`src/hdl/coc_pkg.sv`:
```
// ----------------------------------------------------------------------------
// Circle obstacle cost classifier package
// Shared widths, codes, cost values and the command and result records that
// pass between the front end, the command queue and the scan back end.
// ----------------------------------------------------------------------------
package coc_pkg;

    // Design sizes.
    localparam int MAX_OBSTACLES_DEF = 8;
    localparam int GRID_DIM          = 256;
    localparam int FRAC_BITS         = 6;

    // Field widths.
    localparam int CW        = 18;
    localparam int RW        = 16;
    localparam int CELLW     = 8;
    localparam int SLOTW     = 3;
    localparam int COUNTW    = 4;
    localparam int DIMW      = 9;
    localparam int COSTW     = 8;
    localparam int CFG_IDXW  = 2;
    localparam int CFG_DATAW = 9;

    // Datapath widths: box edges, offsets, squares and their sum.
    localparam int BW  = CW + 1;
    localparam int DXW = CW + 2;
    localparam int SQW = 2 * DXW;
    localparam int D2W = SQW + 1;

    // Register reset values.
    localparam logic [COUNTW-1:0] COUNT_RESET = '0;
    localparam logic [DIMW-1:0]   GRID_RESET  = DIMW'(200);

    // Cost codes.
    localparam logic signed [COSTW-1:0] COST_LETHAL  = COSTW'(100);
    localparam logic signed [COSTW-1:0] COST_MARGIN  = COSTW'(50);
    localparam logic signed [COSTW-1:0] COST_UNKNOWN = COSTW'(-1);

    typedef enum logic {
        OP_WRITE    = 1'b0,
        OP_CLASSIFY = 1'b1
    } t_op;

    typedef enum logic [CFG_IDXW-1:0] {
        CFG_COUNT  = 2'd0,
        CFG_WIDTH  = 2'd1,
        CFG_HEIGHT = 2'd2
    } t_cfg_idx;

    typedef enum logic [1:0] {
        B_IDLE,
        B_SCAN,
        B_DRAIN,
        B_OUT
    } t_bstate;

    typedef struct packed {
        logic signed [CW-1:0] center_col;
        logic signed [CW-1:0] center_row;
        logic [RW-1:0]        radius;
        logic [RW-1:0]        clearance;
    } t_obst;

    localparam int OBSTW = $bits(t_obst);

    typedef struct packed {
        t_op              op;
        logic             slot_ok;
        logic [SLOTW-1:0] slot;
        t_obst            obst;
        logic [CELLW-1:0] col;
        logic [CELLW-1:0] row;
        logic             outside;
    } t_cmd;

    typedef struct packed {
        logic                    valid;
        logic signed [COSTW-1:0] cost;
        logic                    outside;
    } t_res;

endpackage

```
`src/hdl/circle_obstacle_cost_classifier_core.sv`:
```
// ----------------------------------------------------------------------------
// Circle obstacle cost classifier core
// Keeps a table of circular obstacles and returns the cost of map cells.
//
//   Channel   Handshake              Payload
//   input     push / full            operation, slot, center, radius, cell
//   result    empty / pop            cost, outside_map
//   config    cfg_valid / cfg_ready  cfg_index, cfg_data
//
// A table write completes as the back end pops it; a cell outside the map or a
// query with no obstacles goes straight to the result; a query inside the map
// scans obstacle_count slots (count clamped to the table size), reading one
// table slot a cycle from the obstacle RAM through the four-stage test
// pipeline behind it, and then hands over the result.
// The input queue keeps taking items, while it has room, while a result waits to be popped.
// Reset is synchronous; it empties the queues and loads the register
// defaults. The table itself has no reset.
// ----------------------------------------------------------------------------
module circle_obstacle_cost_classifier_core #(
    parameter int MAX_OBSTACLES = coc_pkg::MAX_OBSTACLES_DEF
) (
    input  logic                              i_clk,
    input  logic                              i_rst_n,
    input  logic                              push,
    output logic                              full,
    input  logic                              i_operation,
    input  logic [coc_pkg::SLOTW-1:0]         i_slot,
    input  logic signed [coc_pkg::CW-1:0]     i_center_col,
    input  logic signed [coc_pkg::CW-1:0]     i_center_row,
    input  logic [coc_pkg::RW-1:0]            i_radius,
    input  logic [coc_pkg::RW-1:0]            i_clearance,
    input  logic [coc_pkg::CELLW-1:0]         i_cell_col,
    input  logic [coc_pkg::CELLW-1:0]         i_cell_row,
    output logic                              empty,
    input  logic                              pop,
    output logic signed [coc_pkg::COSTW-1:0]  o_cost,
    output logic                              o_outside_map,
    input  logic                              i_cfg_valid,
    output logic                              o_cfg_ready,
    input  logic [coc_pkg::CFG_IDXW-1:0]      i_cfg_index,
    input  logic [coc_pkg::CFG_DATAW-1:0]     i_cfg_data
);
    import coc_pkg::*;

    logic [COUNTW-1:0]       r_count;
    logic [DIMW-1:0]         r_width;
    logic [DIMW-1:0]         r_height;

    logic                    w_q_full;
    logic                    w_q_push;
    logic                    w_q_empty;
    logic                    w_q_pop;
    t_cmd                    w_cmd_in;
    t_cmd                    w_cmd_out;
    t_res                    w_res;
    logic                    w_res_ready;

    logic                    r_out_vld;
    logic signed [COSTW-1:0] r_out_cost;
    logic                    r_out_outside;

    // Configuration registers; every transfer is taken at once.
    assign o_cfg_ready = 1'b1;

    always_ff @(posedge i_clk) begin
        if (!i_rst_n) begin
            r_count  <= COUNT_RESET;
            r_width  <= GRID_RESET;
            r_height <= GRID_RESET;
        end else if (i_cfg_valid) begin
            unique case (i_cfg_index)
                CFG_COUNT:  r_count  <= i_cfg_data[COUNTW-1:0];
                CFG_WIDTH:  r_width  <= i_cfg_data;
                CFG_HEIGHT: r_height <= i_cfg_data;
                default: ;
            endcase
        end
    end

    coc_front #(
        .MAX_OBSTACLES (MAX_OBSTACLES)
    ) u_front (
        .push          (push),
        .full          (full),
        .i_operation   (i_operation),
        .i_slot        (i_slot),
        .i_center_col  (i_center_col),
        .i_center_row  (i_center_row),
        .i_radius      (i_radius),
        .i_clearance   (i_clearance),
        .i_cell_col    (i_cell_col),
        .i_cell_row    (i_cell_row),
        .i_grid_width  (r_width),
        .i_grid_height (r_height),
        .i_q_full      (w_q_full),
        .o_q_push      (w_q_push),
        .o_cmd         (w_cmd_in)
    );

    coc_fifo u_queue (
        .i_clk   (i_clk),
        .i_rst_n (i_rst_n),
        .i_push  (w_q_push),
        .i_cmd   (w_cmd_in),
        .o_full  (w_q_full),
        .i_pop   (w_q_pop),
        .o_empty (w_q_empty),
        .o_cmd   (w_cmd_out)
    );

    coc_back #(
        .MAX_OBSTACLES (MAX_OBSTACLES)
    ) u_back (
        .i_clk            (i_clk),
        .i_rst_n          (i_rst_n),
        .i_q_empty        (w_q_empty),
        .o_q_pop          (w_q_pop),
        .i_cmd            (w_cmd_out),
        .i_obstacle_count (r_count),
        .o_res            (w_res),
        .i_res_ready      (w_res_ready)
    );

    // Output register; a new result may load in the cycle the old one pops.
    assign w_res_ready = !r_out_vld || pop;

    always_ff @(posedge i_clk) begin
        if (!i_rst_n) begin
            r_out_vld <= 1'b0;
        end else if (w_res_ready) begin
            r_out_vld <= w_res.valid;
        end
    end

    always_ff @(posedge i_clk) begin
        if (w_res_ready && w_res.valid) begin
            r_out_cost    <= w_res.cost;
            r_out_outside <= w_res.outside;
        end
    end

    assign empty         = !r_out_vld;
    assign o_cost        = r_out_cost;
    assign o_outside_map = r_out_outside;

endmodule

```
`src/hdl/coc_ram.sv`:
```
// ----------------------------------------------------------------------------
// Generic single-port-write RAM
// One write port and one read port with registered read data.
// ----------------------------------------------------------------------------
module coc_ram #(
    parameter int WIDTH = 8,
    parameter int DEPTH = 8,
    parameter int AW    = (DEPTH > 1) ? $clog2(DEPTH) : 1
) (
    input  logic             i_clk,
    input  logic             i_we,
    input  logic [AW-1:0]    i_waddr,
    input  logic [WIDTH-1:0] i_wdata,
    input  logic [AW-1:0]    i_raddr,
    output logic [WIDTH-1:0] o_rdata
);

    logic [WIDTH-1:0] r_mem [DEPTH];
    logic [WIDTH-1:0] r_rdata;

    // Write port.
    always_ff @(posedge i_clk) begin
        if (i_we) begin
            r_mem[i_waddr] <= i_wdata;
        end
    end

    // Registered read port.
    always_ff @(posedge i_clk) begin
        r_rdata <= r_mem[i_raddr];
    end

    assign o_rdata = r_rdata;

endmodule

```
`src/hdl/coc_front.sv`:
```
// ----------------------------------------------------------------------------
// Circle obstacle cost classifier front end
// Accepts input items, sorts them into table writes and cell queries, flags
// cells outside the map and checks the slot range before queuing a command.
// ----------------------------------------------------------------------------
module coc_front #(
    parameter int MAX_OBSTACLES = 8
) (
    input  logic                              push,
    output logic                              full,
    input  logic                              i_operation,
    input  logic [coc_pkg::SLOTW-1:0]         i_slot,
    input  logic signed [coc_pkg::CW-1:0]     i_center_col,
    input  logic signed [coc_pkg::CW-1:0]     i_center_row,
    input  logic [coc_pkg::RW-1:0]            i_radius,
    input  logic [coc_pkg::RW-1:0]            i_clearance,
    input  logic [coc_pkg::CELLW-1:0]         i_cell_col,
    input  logic [coc_pkg::CELLW-1:0]         i_cell_row,
    input  logic [coc_pkg::DIMW-1:0]          i_grid_width,
    input  logic [coc_pkg::DIMW-1:0]          i_grid_height,
    input  logic                              i_q_full,
    output logic                              o_q_push,
    output coc_pkg::t_cmd                     o_cmd
);
    import coc_pkg::*;

    localparam int GCW = ($clog2(GRID_DIM + 1) > DIMW) ? $clog2(GRID_DIM + 1) : DIMW;
    localparam int SCW = ($clog2(MAX_OBSTACLES + 1) > SLOTW) ?
                         $clog2(MAX_OBSTACLES + 1) : SLOTW;

    logic [GCW-1:0] w_width;
    logic [GCW-1:0] w_height;

    // Transfer takes place whenever the command queue has room.
    assign full     = i_q_full;
    assign o_q_push = push && !i_q_full;

    // Clamp the map size to the largest supported grid.
    always_comb begin
        w_width  = (GCW'(i_grid_width) > GCW'(GRID_DIM)) ? GCW'(GRID_DIM) : GCW'(i_grid_width);
        w_height = (GCW'(i_grid_height) > GCW'(GRID_DIM)) ?
                   GCW'(GRID_DIM) : GCW'(i_grid_height);
    end

    // Build the queued command.
    always_comb begin
        o_cmd.op                = t_op'(i_operation);
        o_cmd.slot              = i_slot;
        o_cmd.slot_ok           = SCW'(i_slot) < SCW'(MAX_OBSTACLES);
        o_cmd.obst.center_col   = i_center_col;
        o_cmd.obst.center_row   = i_center_row;
        o_cmd.obst.radius       = i_radius;
        o_cmd.obst.clearance    = i_clearance;
        o_cmd.col               = i_cell_col;
        o_cmd.row               = i_cell_row;
        o_cmd.outside           = (GCW'(i_cell_col) >= w_width) ||
                                  (GCW'(i_cell_row) >= w_height);
    end

endmodule

```
`src/hdl/coc_fifo.sv`:
```
// ----------------------------------------------------------------------------
// Circle obstacle cost classifier command queue
// Two-entry queue that decouples the front end from the scan back end.
// ----------------------------------------------------------------------------
module coc_fifo (
    input  logic          i_clk,
    input  logic          i_rst_n,
    input  logic          i_push,
    input  coc_pkg::t_cmd i_cmd,
    output logic          o_full,
    input  logic          i_pop,
    output logic          o_empty,
    output coc_pkg::t_cmd o_cmd
);
    import coc_pkg::*;

    localparam int DEPTH = 2;
    localparam int PW    = $clog2(DEPTH);
    localparam int NW    = $clog2(DEPTH + 1);

    t_cmd           r_mem [DEPTH];
    logic [PW-1:0]  r_wp;
    logic [PW-1:0]  r_rp;
    logic [NW-1:0]  r_cnt;
    logic [NW-1:0]  n_cnt;

    assign o_full  = (r_cnt == NW'(DEPTH));
    assign o_empty = (r_cnt == '0);
    assign o_cmd   = r_mem[r_rp];

    // Occupancy follows pushes and pops.
    always_comb begin
        n_cnt = r_cnt;
        if (i_push && !i_pop) begin
            n_cnt = r_cnt + NW'(1);
        end else if (!i_push && i_pop) begin
            n_cnt = r_cnt - NW'(1);
        end
    end

    // Pointers and occupancy.
    always_ff @(posedge i_clk) begin
        if (!i_rst_n) begin
            r_wp  <= '0;
            r_rp  <= '0;
            r_cnt <= '0;
        end else begin
            r_cnt <= n_cnt;
            if (i_push) begin
                r_wp <= r_wp + PW'(1);
            end
            if (i_pop) begin
                r_rp <= r_rp + PW'(1);
            end
        end
    end

    // Entry storage.
    always_ff @(posedge i_clk) begin
        if (i_push) begin
            r_mem[r_wp] <= i_cmd;
        end
    end

endmodule

```
`src/hdl/coc_back.sv`:
```
// ----------------------------------------------------------------------------
// Circle obstacle cost classifier back end
// Executes queued commands: writes table slots, and for a cell query scans
// the obstacle table one slot per cycle through a four-stage test pipeline.
// ----------------------------------------------------------------------------
module coc_back #(
    parameter int MAX_OBSTACLES = 8
) (
    input  logic                        i_clk,
    input  logic                        i_rst_n,
    input  logic                        i_q_empty,
    output logic                        o_q_pop,
    input  coc_pkg::t_cmd               i_cmd,
    input  logic [coc_pkg::COUNTW-1:0]  i_obstacle_count,
    output coc_pkg::t_res               o_res,
    input  logic                        i_res_ready
);
    import coc_pkg::*;

    localparam int AW   = (MAX_OBSTACLES > 1) ? $clog2(MAX_OBSTACLES) : 1;
    localparam int CMPW = ($clog2(MAX_OBSTACLES + 1) > COUNTW) ?
                          $clog2(MAX_OBSTACLES + 1) : COUNTW;
    localparam logic signed [BW-1:0] NEG_CELL = BW'(-(2 ** FRAC_BITS));

    t_bstate r_state;
    t_bstate n_state;

    logic [COUNTW-1:0]        w_n;
    logic                     w_we;
    logic                     w_rd_en;
    logic                     w_pop_cls;
    t_obst                    w_rd;
    logic [OBSTW-1:0]         w_rdata;

    logic [COUNTW-1:0]        r_s;
    logic [CELLW-1:0]         r_col;
    logic [CELLW-1:0]         r_row;
    logic signed [COSTW-1:0]  r_cost;
    logic                     r_outside;

    logic                     r_vld1;
    logic                     r_vld2;
    logic                     r_vld3;

    logic signed [DXW-1:0]    w_cpos;
    logic signed [DXW-1:0]    w_rpos;
    logic signed [DXW-1:0]    r_dx;
    logic signed [DXW-1:0]    r_dy;
    logic [RW-1:0]            r_r;
    logic [RW:0]              r_rm;
    logic                     r_box2;

    logic signed [SQW-1:0]    w_dx_sq;
    logic signed [SQW-1:0]    w_dy_sq;
    logic [SQW-1:0]           r_dx2;
    logic [SQW-1:0]           r_dy2;
    logic [2*RW-1:0]          r_r2;
    logic [2*RW+1:0]          r_rm2;
    logic                     r_box3;

    logic [D2W-1:0]           w_d2;

    // Truncated, clamped box test along one axis for a cell inside the map.
    function automatic logic box_ok(logic [CELLW-1:0] pos,
                                    logic signed [CW-1:0] center,
                                    logic [RW-1:0] r);
        logic signed [BW-1:0] v_lo;
        logic signed [BW-1:0] v_hi;
        logic signed [BW-1:0] c;
        logic                 lo_ok;
        logic                 hi_ok;
        v_lo  = BW'(center) - $signed(BW'(r));
        v_hi  = BW'(center) + $signed(BW'(r));
        c     = $signed(BW'(pos));
        lo_ok = v_lo[BW-1] || (c >= (v_lo >>> FRAC_BITS));
        if (v_hi[BW-1]) begin
            hi_ok = (pos == '0) && (v_hi > NEG_CELL);
        end else begin
            hi_ok = c <= (v_hi >>> FRAC_BITS);
        end
        return lo_ok && hi_ok;
    endfunction

    // Number of slots to scan.
    always_comb begin
        w_n = (CMPW'(i_obstacle_count) > CMPW'(MAX_OBSTACLES)) ?
              COUNTW'(MAX_OBSTACLES) : i_obstacle_count;
    end

    // Next state.
    always_comb begin
        n_state = r_state;
        unique case (r_state)
            B_IDLE: begin
                if (!i_q_empty && (i_cmd.op == OP_CLASSIFY)) begin
                    if (i_cmd.outside || (w_n == '0)) begin
                        n_state = B_OUT;
                    end else begin
                        n_state = B_SCAN;
                    end
                end
            end
            B_SCAN: begin
                if (r_s == (w_n - COUNTW'(1))) begin
                    n_state = B_DRAIN;
                end
            end
            B_DRAIN: begin
                if (!r_vld1 && !r_vld2 && !r_vld3) begin
                    n_state = B_OUT;
                end
            end
            B_OUT: begin
                if (i_res_ready) begin
                    n_state = B_IDLE;
                end
            end
            default: n_state = B_IDLE;
        endcase
    end

    // State outputs.
    always_comb begin
        o_q_pop     = (r_state == B_IDLE) && !i_q_empty;
        w_pop_cls   = o_q_pop && (i_cmd.op == OP_CLASSIFY);
        w_we        = o_q_pop && (i_cmd.op == OP_WRITE) && i_cmd.slot_ok;
        w_rd_en     = (r_state == B_SCAN);
        o_res.valid = (r_state == B_OUT);
        o_res.cost  = r_cost;
        o_res.outside = r_outside;
    end

    always_ff @(posedge i_clk) begin
        if (!i_rst_n) begin
            r_state <= B_IDLE;
            r_vld1  <= 1'b0;
            r_vld2  <= 1'b0;
            r_vld3  <= 1'b0;
        end else begin
            r_state <= n_state;
            r_vld1  <= w_rd_en;
            r_vld2  <= r_vld1;
            r_vld3  <= r_vld2;
        end
    end

    // Obstacle table.
    coc_ram #(
        .WIDTH (OBSTW),
        .DEPTH (MAX_OBSTACLES),
        .AW    (AW)
    ) u_table (
        .i_clk   (i_clk),
        .i_we    (w_we),
        .i_waddr (AW'(i_cmd.slot)),
        .i_wdata (i_cmd.obst),
        .i_raddr (AW'(r_s)),
        .o_rdata (w_rdata)
    );

    assign w_rd = t_obst'(w_rdata);

    // Query context and scan counter.
    always_ff @(posedge i_clk) begin
        if (w_pop_cls) begin
            r_col     <= i_cmd.col;
            r_row     <= i_cmd.row;
            r_outside <= i_cmd.outside;
            r_s       <= '0;
        end else if (w_rd_en) begin
            r_s <= r_s + COUNTW'(1);
        end
    end

    // Stage A: box test and offsets from the center.
    always_comb begin
        w_cpos = $signed(DXW'(r_col)) <<< FRAC_BITS;
        w_rpos = $signed(DXW'(r_row)) <<< FRAC_BITS;
    end

    always_ff @(posedge i_clk) begin
        r_dx   <= w_cpos - DXW'(w_rd.center_col);
        r_dy   <= w_rpos - DXW'(w_rd.center_row);
        r_r    <= w_rd.radius;
        r_rm   <= (RW + 1)'(w_rd.radius) + (RW + 1)'(w_rd.clearance);
        r_box2 <= box_ok(r_col, w_rd.center_col, w_rd.radius) &&
                  box_ok(r_row, w_rd.center_row, w_rd.radius);
    end

    // Stage B: squares.
    always_comb begin
        w_dx_sq = r_dx * r_dx;
        w_dy_sq = r_dy * r_dy;
    end

    always_ff @(posedge i_clk) begin
        r_dx2  <= $unsigned(w_dx_sq);
        r_dy2  <= $unsigned(w_dy_sq);
        r_r2   <= r_r * r_r;
        r_rm2  <= r_rm * r_rm;
        r_box3 <= r_box2;
    end

    // Stage C: distance compare; a later slot that hits overrides earlier ones.
    assign w_d2 = D2W'(r_dx2) + D2W'(r_dy2);

    always_ff @(posedge i_clk) begin
        if (w_pop_cls) begin
            r_cost <= COST_UNKNOWN;
        end else if (r_vld3 && r_box3) begin
            if (w_d2 <= D2W'(r_r2)) begin
                r_cost <= COST_LETHAL;
            end else if (w_d2 <= D2W'(r_rm2)) begin
                r_cost <= COST_MARGIN;
            end
        end
    end

endmodule

```
`config.mk`:
```
export PLATFORM = sky130hd
export DESIGN_NAME = circle_obstacle_cost_classifier_core
export DESIGN_NICKNAME = d
export VERILOG_FILES = /design/src/hdl/coc_pkg.sv /design/src/hdl/circle_obstacle_cost_classifier_core.sv /design/src/hdl/coc_ram.sv /design/src/hdl/coc_front.sv /design/src/hdl/coc_fifo.sv /design/src/hdl/coc_back.sv
export SDC_FILE = /design/constraint.sdc
export NUM_CORES = 2
export LEC_CHECK = 0
export ABC_AREA = 1
export BUFFER_PORTS_ARGS = -buffer_cell sky130_fd_sc_hd__buf_2
export CAP_MARGIN = 0
export CORE_ASPECT_RATIO = 1.5
export CORE_MARGIN = 2
export CORE_UTILIZATION = 45
export DETAILED_ROUTE_END_ITERATION = 8
export HOLD_SLACK_MARGIN = 0.06
export PLACE_DENSITY_LB_ADDON = 0.12
export SLEW_MARGIN = 0
export SYNTH_ARGS = -nofsm -noshare
export SYNTH_HDL_FRONTEND = slang
export SYNTH_SLANG_ARGS = --single-unit
```
`constraint.sdc`:
```
create_clock -name i_clk -period 8.6 [get_ports i_clk]
set_clock_uncertainty 0.15 [all_clocks]
set_input_delay 1.29 -clock i_clk [delete_from_list [all_inputs] [get_ports i_clk]]
set_output_delay 1.29 -clock i_clk [all_outputs]
set_load 0.05 [all_outputs]
```
==> parameters.txt <==
Parameter                              Value

Synthesis
  Synthesized-area fraction occupied by ao, oa, aoi and oai cells ... 0.0698
  Combinational family with the most area after synthesis ... adder cells
  Sequential element share of the synthesized area ... 0.332
  Area of the mapped netlist ... 0.0863 sq mm
  Average cell area after synthesis ... 9.57 sq um
  Simple logic cell fraction of the synthesized area ... 0.116
  Adder-Cell Fraction of Synth Area ... 0.341
  Fraction of synthesis flops using an asynchronous set or reset pin ... 0
  Yosys warning count ... 0
  Number of storage elements in the synthesis netlist ... 1,062
  Most common flop cell mapped by yosys ... edfxtp_1
  Count of flip-flops with a built-in enable after synthesis ... 743
  Post-Synth XOR/XNOR Area ... 0.0306
  Number of library cell types mapped by synthesis ... 62
  Post-synthesis mux area share ... 0.0112
  Number of cells produced by synthesis ... 9,023

Timing
  Total Negative Setup Slacks ... 0 ns
  Final hold violations ... 0
  Max transition margin ... 0.210
  Final setup fails ... 0
  Number of max-slew violations in the final report ... 0
  Final critical path time including I/O delays and setup ... 7.42 ns
  Slew @ Worst Pin ... 1.18 ns
  Final period utilization ... 0.863
  Unrepaired setup endpoints after global routing ... no
  Maximum clock frequency ... 135 MHz

Layout
  Design Area, Final ... 0.0932 sq mm
  Filler-free cell count of the finished design ... 11,600
  Final nets ... 10,900
  Finished Core Util ... 0.490
  Layout Area Growth over Synthesis ... 7.91%
  Layout filler cell count ... 18,000
  Layout cell share with drive strength beyond 1 ... 0.0596

Job
  Number of max-cap violations ... 0

Global route
  Via count of the first global-routing pass ... 64,700
  Sum of overflow across all layers after global routing ... 0
  Wire length of the first global-routing pass ... 353,000 microns
  Maximum number of pins on one net before global-route repair ... 170
  Overall Global Routing Usage ... 0.231
  Number of antenna violations at the first check in global routing ... 8

Worst setup path
  Family with the most delay on the worst path ... adder cells
  CP startpoint kind ... flip-flop
  Cell with the biggest individual delay on the critical path ... dfxtp_1
  Series of cell instances along the critical path ... clkinv_1 -> or2_2 -> xor2_1 -> ha_1 -> o21bai_1 -> fa_1 -> fa_1 -> fa_1 -> fa_1 -> fa_1 -> ha_1 -> ha_1 -> nand2_1 -> nor4_1 -> nand2_1 -> o211ai_1 -> nand2_1 -> o211ai_1 -> nand2_1 -> nand2_1 -> xor2_1
  CP max stage delay ... 1.11 ns
  CP Max Fanout ... 28
  Critical path data required time ... 9.11 ns
  Crit end category ... flip-flop
  Number of buffers and inverters on the critical path ... 1
  Type of the setup path with the least slack ... reg -> reg
  Arrival time at the worst endpoint ... 7.93 ns

Clock network
  CTS Hold Buffers Added ... 0
  CTS root buf ... clkbuf_16
  Largest buffer count on any clock path ... 3
  Number of sinks handled by clock tree synthesis ... 1,062
  Post-CTS Resized ... 0
  Clock buffer count from CTS ... 104
  Clock-pin transition on the worst setup and hold timing paths ... 0.07 ns
  TritonCTS clock tree ... built
  Number of buffers added for setup after CTS ... 0
  Number of H-tree levels ... 3
  Clock latency on the worst-skew pair ... 0.74 ns

Placed design
  DP Wirelength ... 172,000 microns
  Total instance count after detailed placement ... 11,400
  Final GP Congestion ... 0.937
  DP Area ... 0.0895 sq mm
  Number of port buffers ... 113

Floorplanning
  Starting utilization of the core area ... 0.454
  Height of the die ... 540 microns
  Number of ports placed on the die boundary ... 116
  Die extent in x ... 362 microns
  Area enclosed by the die boundary ... 0.195 sq mm
  Core Region ... 0.190 sq mm
  Placement row count ... 196

Hold path
  Hold crit path type ... reg -> reg

Drt
  Post-route ant nets ... 0
  Via count ... 59,300
  Average via count per standard cell ... 5.11
  Residual DRC count ... 0
  Number of detailed-route iterations in the first pass ... 8
  Final routed wirelength across all metal layers ... 222,000 microns
  Wire length per cell after detailed routing ... 19.1 microns
  Iteration-0 DRC count of the detailed router ... 3,196

Status
  Status ... complete, no violations
==> state kept, by name, indices dropped and copies added, names as in the netlist, 8 cells and up, named ones only <==
register                flops
u_back.r_rm                17
u_back.u_table.o_rdata     68
r_width                     9
u_back.r_dx                19
u_back.r_dy                19
u_back.r_dx2               37
u_queue.r_mem             178
u_back.r_col                8
u_back.r_r                 16
u_back.r_r2                31
u_back.r_row                8
u_back.r_dy2               37
u_back.u_table.r_mem      544
u_back.r_rm2               33
r_height                    9
==> cell usage in the layout, fill, tap and decap left out, types with 13 or more instances in the layout <==
| cell | synthesis | layout |
|---|---|---|
| a21oi_1 | 332 | 332 |
| a31oi_1 | 88 | 88 |
| clkbuf_8 | 0 | 15 |
| nor3_1 | 60 | 60 |
| fa_1 | 1017 | 1017 |
| xor2_1 | 208 | 208 |
| nand4_1 | 46 | 46 |
| nand3_1 | 164 | 164 |
| o21ai_0 | 411 | 411 |
| nor4_1 | 22 | 22 |
| clkinv_2 | 0 | 16 |
| clkinv_1 | 2 | 16 |
| nand2_1 | 1352 | 1352 |
| ha_1 | 723 | 723 |
| nor2_1 | 784 | 773 |
| o211ai_1 | 16 | 16 |
| dfxtp_1 | 319 | 316 |
| buf_4 | 8 | 67 |
| mux2_2 | 86 | 86 |
| o21ai_1 | 19 | 19 |
| inv_1 | 1974 | 1971 |
| o21a_1 | 13 | 13 |
| nand2_2 | 17 | 17 |
| buf_2 | 10 | 113 |
| xnor2_1 | 92 | 92 |
| clkbuf_16 | 0 | 104 |
| a21o_1 | 19 | 19 |
| o22ai_1 | 68 | 68 |
| o21bai_1 | 35 | 35 |
| or2_2 | 16 | 16 |
| edfxtp_1 | 743 | 743 |
==> layout make-up <==
| class | instances | area, sq um | share of cell area |
|---|---|---|---|
| Multi-Input combinational cell | 5697 | 49200 | 0.528 |
| Sequential cell | 1062 | 28700 | 0.308 |
| Inverter | 1984 | 7460 | 0.0800 |
| Tap cell | 2475 | 3100 | 0.0332 |
| Clock buffer | 130 | 2850 | 0.0306 |
| Timing Repair Buffer | 181 | 1090 | 0.0117 |
| Clock inverter | 68 | 806 | 0.00865 |
| Antenna cell | 1 | 2.50 | 0.0000269 |
==> logic make-up (layout without fill, tap and decap cells) <==
| group | count (synthesis) | in the layout |
|---|---|---|
| XOR/XNOR | 301 | 301 |
| flip-flops | 1062 | 1062 |
| AND/OR/NAND/NOR | 2495 | 2495 |
| AO/OA/AOI/OAI | 1073 | 1073 |
| adder cells (fa/ha/maj) | 1740 | 1740 |
| multiplexers | 86 | 86 |
| other | 1 | 3 |
| buffers and inverters | 2265 | 2363 |
==> Yosys cell counts, types with 17 or more instances <==
master	instances	share of area
o21bai_1	35	0.0030
o22ai_1	68	0.0049
nand4_1	46	0.0033
xnor2_1	92	0.0093
a21oi_1	332	0.019
nand3_1	164	0.0095
buf_1	37	0.0016
nand2_2	17	0.0012
a21o_1	19	0.0017
edfxtp_1	743	0.26
nor3_1	60	0.0035
nor2_1	784	0.034
nor4_1	22	0.0016
o21ai_0	411	0.024
clkbuf_1	222	0.0097
inv_1	1974	0.086
mux2_2	86	0.011
xor2_1	208	0.021
a31oi_1	88	0.0064
nand2_1	1352	0.059
ha_1	723	0.10
dfxtp_1	319	0.074
fa_1	1017	0.24
o21ai_1	19	0.0011
==> path summary, 6_finish.rpt <==
path | cells after the start | slack, ns | start | to
hold reg to reg | 0 | 0.19 | u_back.r_box2$_DFF_P_ | u_back.r_box3$_DFF_P_
hold / removal | 0 | 0.19 | u_back.r_box2$_DFF_P_ | u_back.r_box3$_DFF_P_
setup reg to reg | 21 | 1.18 | u_back.r_dy[18]$_DFF_P_ | u_back.r_dy2[34]$_DFF_P_
setup / recovery | 21 | 1.18 | u_back.r_dy[18]$_DFF_P_ | u_back.r_dy2[34]$_DFF_P_
==> stage by stage <==
step / setup slack [ns] / hold WS (ns)
floorplan: 2.37 / 0.160
CTS: 1.20 / 0.190
global route: 0.759 / 0.193
detailed placement: 1.24 / 0.172
global placement: 1.19 / 0.178
finish: 1.18 / 0.186
==> routing by layer <==
| layer | routed length, microns | part of all wire | global-route usage | up-vias |
|---|---|---|---|---|
| met4 | 10400 | 0.047 | 0.0985 | 0 |
| li1 | - | - | - | 28300 |
| met5 | 0 | 0 | 0 | - |
| met2 | 120000 | 0.54 | 0.445 | 1066 |
| met3 | 6500 | 0.029 | 0.0194 | 423 |
| met1 | 84800 | 0.38 | 0.258 | 29500 |
==> worst register-to-register path, stage by stage, from the launching register on <==
cell and delay (ns):
dfxtp_1 1.11, clkinv_1 0.63, or2_2 0.46, xor2_1 0.15, ha_1 0.19, o21bai_1 0.17
fa_1 0.53, fa_1 0.43, fa_1 0.46, fa_1 0.52, fa_1 0.42, ha_1 0.30
ha_1 0.37, nand2_1 0.14, nor4_1 0.37, nand2_1 0.09, o211ai_1 0.34, nand2_1 0.09
o211ai_1 0.14, nand2_1 0.08, nand2_1 0.08, xor2_1 0.13
Power is left out: the tool's default activity adds up to more than one toggle a clock period on the data nets, which glitch-free logic cannot reach.
